## src/hdl/qpe_pkg.sv

```systemverilog
// Shared types, character codes and helpers for the quoted-printable encoder.
package qpe_pkg;

    localparam int          MAX_CHARS      = 5;
    localparam int          COUNT_W        = 3;
    localparam int          COLUMN_W       = 9;
    localparam logic [7:0]  LIMIT_RESET    = 8'd70;

    localparam logic [7:0]  CH_EQUALS      = 8'h3D;
    localparam logic [7:0]  CH_NEWLINE     = 8'h0A;
    localparam logic [7:0]  CH_SPACE       = 8'h20;
    localparam logic [7:0]  CH_TAB         = 8'h09;
    localparam logic [7:0]  CH_PRINT_LO    = 8'd33;
    localparam logic [7:0]  CH_PRINT_HI    = 8'd126;

    localparam logic        REG_LINE_LIMIT = 1'b0;

    // Characters produced by one input byte, in emission order.
    typedef struct packed {
        logic [MAX_CHARS-1:0][7:0] chars;
        logic [COUNT_W-1:0]        count;
    } qpe_expand_t;

    function automatic logic [7:0] hex_digit(input logic [3:0] nib);
        logic [7:0] n8;
        n8 = {4'd0, nib};
        if (nib < 4'd10)
            return 8'h30 + n8;
        else
            return 8'h37 + n8;
    endfunction

endpackage

```

## src/hdl/qpe_encode.sv

```systemverilog
// Line state and expansion of one input byte into its output characters.
module qpe_encode
    import qpe_pkg::*;
(
    input  logic        clk,
    input  logic        rst_n,
    input  logic        accept,
    input  logic [7:0]  in_byte,
    input  logic [7:0]  line_limit,
    output qpe_expand_t expand
);

    logic [COLUMN_W-1:0] column_reg, column_next;
    logic                blank_reg, blank_next;

    logic                soft_break;
    logic                is_print;
    logic                is_blank;
    logic [COLUMN_W-1:0] col_base;
    logic [2:0][7:0]     body;
    logic [COUNT_W-1:0]  body_count;

    always_comb
    begin
        is_print   = (in_byte >= CH_PRINT_LO) && (in_byte <= CH_PRINT_HI)
                     && (in_byte != CH_EQUALS);
        is_blank   = (in_byte == CH_SPACE) || (in_byte == CH_TAB);
        soft_break = column_reg > {1'b0, line_limit};
        col_base   = soft_break ? '0 : column_reg;

        if (is_print || is_blank)
        begin
            body       = {8'h00, 8'h00, in_byte};
            body_count = 3'd1;
        end
        else
        begin
            body       = {hex_digit(in_byte[3:0]), hex_digit(in_byte[7:4]), CH_EQUALS};
            body_count = 3'd3;
        end

        expand.chars = '0;
        if (in_byte == CH_NEWLINE)
        begin
            if (blank_reg)
            begin
                expand.chars[0] = CH_EQUALS;
                expand.chars[1] = CH_NEWLINE;
                expand.chars[2] = CH_NEWLINE;
                expand.count    = 3'd3;
            end
            else
            begin
                expand.chars[0] = CH_NEWLINE;
                expand.count    = 3'd1;
            end
            column_next = '0;
            blank_next  = 1'b0;
        end
        else
        begin
            if (soft_break)
            begin
                expand.chars[0] = CH_EQUALS;
                expand.chars[1] = CH_NEWLINE;
                expand.chars[2] = body[0];
                expand.chars[3] = body[1];
                expand.chars[4] = body[2];
                expand.count    = body_count + 3'd2;
            end
            else
            begin
                expand.chars[0] = body[0];
                expand.chars[1] = body[1];
                expand.chars[2] = body[2];
                expand.count    = body_count;
            end
            column_next = col_base + {{(COLUMN_W-COUNT_W){1'b0}}, body_count};
            blank_next  = is_blank;
        end
    end

    always_ff @(posedge clk or negedge rst_n)
    begin
        if (!rst_n)
        begin
            column_reg <= '0;
            blank_reg  <= 1'b0;
        end
        else if (accept)
        begin
            column_reg <= column_next;
            blank_reg  <= blank_next;
        end
    end

endmodule

```

## src/hdl/qpe_emit.sv

```systemverilog
// Expansion slot and output register: streams the characters of one byte, one per cycle while the receiver is ready.
module qpe_emit
    import qpe_pkg::*;
(
    input  logic        clk,
    input  logic        rst_n,
    input  logic        accept,
    input  qpe_expand_t expand,
    output logic        take_ok,
    output logic        out_valid,
    input  logic        out_ready,
    output logic [7:0]  out_byte,
    output logic        last
);

    qpe_expand_t        slot_reg;
    logic               slot_valid_reg, slot_valid_next;
    logic [COUNT_W-1:0] idx_reg, idx_next;
    logic               out_valid_reg, out_valid_next;
    logic [7:0]         out_byte_reg;
    logic               last_reg;

    logic               advance;
    logic               slot_last;

    assign slot_last = idx_reg == (slot_reg.count - 3'd1);
    assign advance   = slot_valid_reg && (!out_valid_reg || out_ready);
    assign take_ok   = !slot_valid_reg || (advance && slot_last);

    always_comb
    begin
        slot_valid_next = slot_valid_reg;
        idx_next        = idx_reg;
        if (accept)
        begin
            slot_valid_next = 1'b1;
            idx_next        = '0;
        end
        else if (advance && slot_last)
            slot_valid_next = 1'b0;
        else if (advance)
            idx_next = idx_reg + 3'd1;

        if (advance)
            out_valid_next = 1'b1;
        else if (out_ready)
            out_valid_next = 1'b0;
        else
            out_valid_next = out_valid_reg;
    end

    always_ff @(posedge clk or negedge rst_n)
    begin
        if (!rst_n)
        begin
            slot_valid_reg <= 1'b0;
            idx_reg        <= '0;
            out_valid_reg  <= 1'b0;
        end
        else
        begin
            slot_valid_reg <= slot_valid_next;
            idx_reg        <= idx_next;
            out_valid_reg  <= out_valid_next;
        end
    end

    always_ff @(posedge clk)
    begin
        if (accept)
            slot_reg <= expand;
        if (advance)
        begin
            out_byte_reg <= slot_reg.chars[idx_reg];
            last_reg     <= slot_last;
        end
    end

    assign out_valid = out_valid_reg;
    assign out_byte  = out_byte_reg;
    assign last      = last_reg;

endmodule

```

## src/hdl/quoted_printable_encoder.sv

```systemverilog
// Top level of the quoted-printable encoder: config register and stage wiring.
//
// Input channel: in_valid/in_ready carry one raw byte (in_byte) per transfer.
// Output channel: out_valid/out_ready carry one encoded character (out_byte)
// per transfer; last marks the final character caused by one input byte.
// A byte gives one character (plain), three (escape "=XX", or "=\n\n" at a
// newline after a blank) or up to five when a soft break "=\n" comes first.
// The first character of a byte passes through the expansion slot and
// then the output register. Throughput: one output character per cycle
// while the receiver is ready, so an input byte is taken every cycle
// while bytes expand to one character; a longer expansion holds the
// input until its last character is loaded into the output register,
// set by the single expansion slot feeding the output register.
// The output register lets the next byte be taken while a character waits.
// When the receiver stalls, the output holds and the input stalls once the
// slot is busy. Reset clears the column, the blank flag and all valids, and
// sets line_limit to 70. line_limit is written over APB at address 0 and
// should only change while the block is idle.
module quoted_printable_encoder
    import qpe_pkg::*;
(
    input  logic        clk,
    input  logic        rst_n,
    input  logic        psel,
    input  logic        penable,
    input  logic        pwrite,
    input  logic [2:0]  paddr,
    input  logic [31:0] pwdata,
    output logic [31:0] prdata,
    output logic        pready,
    input  logic        in_valid,
    output logic        in_ready,
    input  logic [7:0]  in_byte,
    output logic        out_valid,
    input  logic        out_ready,
    output logic [7:0]  out_byte,
    output logic        last
);

    logic [7:0]  line_limit_reg;
    logic        accept;
    logic        take_ok;
    qpe_expand_t expand;

    assign pready = 1'b1;
    assign prdata = (paddr[2] == REG_LINE_LIMIT) ? {24'd0, line_limit_reg} : 32'd0;

    always_ff @(posedge clk or negedge rst_n)
    begin
        if (!rst_n)
            line_limit_reg <= LIMIT_RESET;
        else if (psel && penable && pwrite && pready && paddr[2] == REG_LINE_LIMIT)
            line_limit_reg <= pwdata[7:0];
    end

    assign in_ready = take_ok;
    assign accept   = in_valid && take_ok;

    qpe_encode u_encode (
        .clk        (clk),
        .rst_n      (rst_n),
        .accept     (accept),
        .in_byte    (in_byte),
        .line_limit (line_limit_reg),
        .expand     (expand)
    );

    qpe_emit u_emit (
        .clk       (clk),
        .rst_n     (rst_n),
        .accept    (accept),
        .expand    (expand),
        .take_ok   (take_ok),
        .out_valid (out_valid),
        .out_ready (out_ready),
        .out_byte  (out_byte),
        .last      (last)
    );

endmodule

```

## config.mk

```make
export PLATFORM = sky130hd
export DESIGN_NAME = quoted_printable_encoder
export DESIGN_NICKNAME = d
export VERILOG_FILES = /design/src/hdl/qpe_pkg.sv /design/src/hdl/qpe_encode.sv /design/src/hdl/qpe_emit.sv /design/src/hdl/quoted_printable_encoder.sv
export SDC_FILE = /design/constraint.sdc
export NUM_CORES = 1
export LEC_CHECK = 0
export BUFFER_PORTS_ARGS = -buffer_cell sky130_fd_sc_hd__buf_2
export CELL_PAD_IN_SITES_DETAIL_PLACEMENT = 1
export CELL_PAD_IN_SITES_GLOBAL_PLACEMENT = 2
export CORE_UTILIZATION = 35
export DETAILED_ROUTE_END_ITERATION = 7
export MAX_ROUTING_LAYER = met4
export PLACE_DENSITY_LB_ADDON = 0.12
export SYNTH_ARGS = -nofsm -noshare
export SYNTH_HDL_FRONTEND = slang
export SYNTH_HIERARCHICAL = 1
export SYNTH_SLANG_ARGS = --single-unit
export TNS_END_PERCENT = 20
```

## constraint.sdc

```tcl
create_clock -name clk -period 4.1 [get_ports clk]
set_input_delay 1.23 -clock clk [delete_from_list [all_inputs] [get_ports clk]]
set_output_delay 1.23 -clock clk [all_outputs]
set_load 0.005 [all_outputs]
```

==> After elaboration in Yosys (flattened, before gate mapping) <==
Cells that the tools add are included.
{ "op_classes": {"add_sub_neg": 8, "bitwise": 2, "magnitude_cmp": 6, "eq_ne": 6, "n_reduce_logical": 19, "mux": 21} }
{ "op_table": {"columns": ["operator", "n"], "rows": [
  ["$mux 27", 2],
  ["$mux 8", 4],
  ["$add 6x4->7 const A", 4],
  ["$mux 9", 3],
  ["$bmux 8 s3", 1],
  ["$mux 24", 1],
  ["$eq 8x4->1 const B", 2],
  ["$mux 12", 1],
  ["$add 9x2->9", 1],
  ["$gt 9x8->1", 1],
  ["$mux 3", 3],
  ["$eq 8x6->1 const B", 1],
  ["$ge 8x6->1 const B", 1],
  ["$le 8x7->1 const B", 1],
  ["$logic_and 1x1->1", 8],
  ["$lt 4x4->1 const B", 2],
  ["$ne 8x6->1 const B", 1],
  ["$reduce_bool 2->1", 3],
  ["$mux 1", 5],
  ["$logic_or 1x1->1", 4],
  ["$lt 3x4->1 const B", 1],
  ["$add 2x2->3 const B", 1],
  ["$add 3x1->3 const B", 1],
  ["$eq 3x3->1", 1],
  ["other kinds (7)", 9]
]} }
{ "word_totals": {"word_cells": 76, "inputBits": 50, "out_inout_bits": 44, "ff_bits": 75} }

==> Longest topological paths before layout <==
{ "logic_depth": {"ltp_word": 8, "depth_mapped": 17, "depth_no_buf": 15} }

==> Modules after synthesis <==
The synthesis kept the hierarchy.
{ "by_module_without_submodules": {"columns": ["mod", "area_per_inst_um2", "cells_per_inst", "seq_area_each_um2", "n_inst"], "rows": [
  ["qpe_emit", 2227.1, 125, 1686.6, 1],
  ["qpe_encode", 1508.9, 215, 250.2, 1],
  ["quoted_printable_encoder", 589.3, 53, 203.9, 1]
]} }

==> Worst setup path before layout <==
Ideal clock, no wire load.
{ "synth_path": {"path_kind": "input to register", "start": "input port in_byte[1]", "end": "register u_encode.column_reg[6]", "stages": 11, "n_path_buf": 1, "t_arrival_ps": 3900, "setup_time_ps": 91, "t_required_ps": 4009, "path_slack_ps": 109, "path_cell_list": "inv_1 > ha_1 > or4b_1 > a221o_1 > a21boi_4 > buf_2 > fa_1 > nand3_1 > or2_2 > or4_1 > o221ai_1"} }
{ "synth_via": {"elab_chain_cells": 7, "elab_cells_between_ends": 13, "cone_classes": "add/sub (1); order compare (2); eq/ne (4); mux (2); reduce/logical (4)"} }
{ "synth_rtl": {"columns": ["item", "line", "source"], "rows": [
  ["from (decl)", "quoted_printable_encoder.sv:33", "input logic [7:0] in_byte,"],
  ["$ge 8x6->1 or $le 8x7->1 (tied branches)", "qpe_encode.sv:25", "is_print = (in_byte >= CH_PRINT_LO) && (in_byte <= CH_PRINT_HI)"],
  ["$logic_and 1x1->1", "qpe_encode.sv:25", null],
  ["$logic_and 1x1->1", "qpe_encode.sv:26", "&& (in_byte != CH_EQUALS);"],
  ["$logic_or 1x1->1", "qpe_encode.sv:31", "if (is_print || is_blank)"],
  ["$mux 2", "qpe_encode.sv:31", null],
  ["$add 9x2->9", "qpe_encode.sv:78", "column_next = col_base + {{(COLUMN_W-COUNT_W){1'b0}}, body_count};"],
  ["$mux 9 (*)", "qpe_encode.sv:43", "if (in_byte == CH_NEWLINE)"],
  ["to (signal assigned)", "qpe_encode.sv:92", "column_reg <= column_next;"],
  ["to (decl)", "qpe_encode.sv:13", "logic [COLUMN_W-1:0] column_reg, column_next;"]
]} }
Every way passes the cells marked *; elsewhere a longest branch is shown, timed or not.
A chain may end at the register's enable or synchronous reset.

==> Worst setup path after layout <==
{ "layout_path": {"start": "input port in_byte[0]", "end": "register u_encode.column_reg[6]"} }
Same word-level chain as after synthesis.

==> results by group <==
Critical path
  – Worst Path Arrival: 3.95 ns
  – Crit start category: input port
  – Max incr delay on CP: 0.44 ns
  – Buf/Inv on CP: 2
  – Worst R2R Start: line_limit_reg[6]
  – Crit path required time: 4.34 ns
  – R2R Setup Slk: 0.76 ns
  – Slowest stage cell, crit path: or4b_1
  – Ordered list of cells on the worst path: buf_2 > inv_1 > ha_1 > or4b_1 > a221o_1 > a21boi_4 > fa_1 > nand3_1 > or2_2 > or4_1 > o221ai_1
  – Reg2Reg Depth: 14
  – Cell family with most CP delay: simple AND/OR/NAND/NOR gates
  – Endpoint class of the critical path: register
  – Worst-path fanout max: 6
  – Critical path class: in -> reg
  – Reg-to-Reg End: u_encode/column_reg[6]

Finish
  – Commonest cells after routing, fill and taps aside: 52 x edfxtp_1, 42 x buf_2, 34 x nand2_1, 33 x inv_1, 31 x conb_1
  – Final Core Density: 0.4097
  – Layout cells sized above 1: 0.2337
  – Syn-to-layout area delta: 13.77%
  – Final nets: 510
  – Area of the multi-input gates: 0.001872 sq mm
  – Fillers: 1348
  – Commonest non-fill, non-tap cell in the layout: edfxtp_1
  – Max FFs per register: 43
  – # diodes: 0
  – Sequential cell area: 0.002141 sq mm

Route
  – WL/cell: 16.42 um
  – DRT iter0 DRCs: 231
  – Pre-antenna DRT Iters: 4
  – Total length of routed wires: 9722 um
  – Via Count: 2985
  – Residual DRC count: 0
  – Post-DRT Antenna Nets: 0
  – Drt via density: 5.042

Clock network
  – CTS buffer count: 9
  – Clk Latency, worst-skew pair: 0.34 ns
  – Clock transition at the registers of the reported paths: 0.06 ns
  – CTS tree: done
  – Hold Buf Count CTS: 0
  – Clk buf depth: 2
  – CTS-repair resized insts: 0
  – Setup bufs post-CTS: 0
  – H-tree levels: 3
  – Clock sink count: 75
  – Root buffer cell: clkbuf_16

Timing
  – Final worst path period need: 3.705 ns
  – Worst-Margin Slew: 0.7769 ns
  – Post-route setup TNS: 0 ns
  – Fin. max-slew vios: 0
  – Max-Slew Margin vs Limit: 0.4802
  – RSZ-0062 raised after global routing: no
  – Crit share post-route: 0.9037
  – PnR worst setup slack: 0.3948 ns
  – Max Fclk: 0.2699 GHz
  – Endpoints failing setup: 0
  – Final-report hold violation count: 0
  – Final hold slack: 0.5252 ns
  – Worst clock skew: 0.008185 ns

Synthesis
  – Synth cell types: 59
  – Syn Area/Cell: 11.01 sq um
  – Register bit count reported by yosys: 75
  – Ys flop type: edfxtp_1
  – Top cell type's share of synthesized area: 0.3610
  – Number of enable flip-flop cells after synthesis: 52
  – Post-synth ARST share: 0.3067
  – Yosys warnings: 6
  – Leading area contributor after synthesis: edfxtp_1
  – Cell Area, Synth: 0.004325 sq mm
  – Cells after Synth: 393
  – Synth top area cells: edfxtp_1 36%, dfrtp_1 12%, buf_4 5.6%
  – Sequential fraction of the synthesis area: 0.4949

Place
  – Pre-CTS setup slack: 0.06620 ns
  – Routability cong.: 0.6932
  – HPWL Detailed: 6960 um
  – Port bufs: 42

Power
  – Tot Pwr: 0.003337 W
  – Pwr dens: 678.2 mW/mm^2
  – Worst vdd ir: 0.0004396 V
  – Lkg Pwr: 2.176 nW

Global routing
  – Met2 Usage GRT: 0.2671
  – M3 GR Usage: 0.03535
  – Initial antenna violation count: 0
  – Gr ovfl total: 0
  – Number of global-route vias before repair: 3067
  – Pin count of the biggest net entering global routing: 61
  – Global-route met1 utilization: 0.2234
  – Total GRT Usage: 0.1720
  – GR peak layer: met2
  – Global-route wire length before repair: 16190 um

Run
  – Max Cap Viol: 0

Die
  – Starting Density: 0.3601
  – Row count: 40
  – Height of the die: 113.2 um
  – IO Pins: 94
  – Die Area: 0.01281 sq mm
  – Die X: 113.2 um
  – Core Box Area: 0.01201 sq mm

Run status
  – Status: completed

Min path
  – Hold Path Class: reg -> reg
  – Hold path depth: 2
  – Hold Path End: u_emit/out_valid
  – Hold Path Origin: u_emit/out_valid
## metrics by stage
stage,area (sq um),std cells
after floorplan,4427,420
after global placement,4621,576
after detailed placement,4621,576
after CTS,4921,592
after global routing,4921,592
final,4921,592
## cells in the mapped netlist, drive strengths merged (3+ instances only)
library cell	count
edfxtp	52
nor2	23
mux4	8
and3	9
mux2	9
nand3	11
ha	19
o221ai	3
inv	33
buf	34
a21oi	15
nor2b	7
and2b	8
or4	4
and2	6
dfrtp	20
conb	4
clkbuf	11
dfstp	3
a21o	5
mux2i	3
o21ai	22
o31a	5
nand2	34
nor4	3
nand2b	3
## layer usage
metal | up-vias | wire length, um
met5 | - | 0
li1 | 1437 | -
met2 | 57 | 4754
met3 | 7 | 415
met4 | 0 | 97
met1 | 1484 | 4455
## worst max-delay path by stage
stage / from / to / slack [ns] / cells past startpoint
6_report: in_byte[0] / u_encode/column_reg[6] / 0.39 / 11
5_1_grt: in_byte[0] / u_encode/column_reg[6] / 0.26 / 11
4_1_cts: in_byte[0] / u_encode/column_reg[6] / 0.40 / 11
3_5_place_dp: in_byte[0] / u_encode/column_reg[6] / 0.07 / 11
3_3_place_gp: in_byte[0] / u_encode/column_reg[6] / 0.07 / 11
2_1_floorplan: in_byte[1] / u_encode/column_reg[6] / 0.11 / 11
## layout make-up
class | count | area share
tap | 147 | 0.03738
multi-input combinational | 267 | 0.3804
inverter | 33 | 0.02517
timing repair buffer | 54 | 0.06102
clock inverter | 7 | 0.01526
sequential | 75 | 0.4350
clock buffer | 9 | 0.04577
## worst min-delay path: stages (launching register included)
cell and delay, ns:
dfrtp_1 0.35, nand2b_1 0.08, nand2_1 0.07
## kinds of logic (layout without fill, tap and decap cells)
logic type / Yosys count / count (layout) / share of synthesized area
other cells: 4 / 31 / 0.003470
compound gates: 67 / 67 / 0.1018
simple gates: 125 / 125 / 0.1608
mux: 20 / 20 / 0.07203
xor+xnor: 4 / 4 / 0.01128
buf+inv: 78 / 103 / 0.09604
fa+ha+maj: 20 / 20 / 0.05959
flops: 75 / 75 / 0.4949
## where the power goes
group	internal (W)	switching, W
Clock	0.000475	0.000324
Combinational	0.000522	0.000705
Sequential	0.00115	0.000160
Total	0.00215	0.00119
No activity file was read; power rests on OpenSTA's default activity.
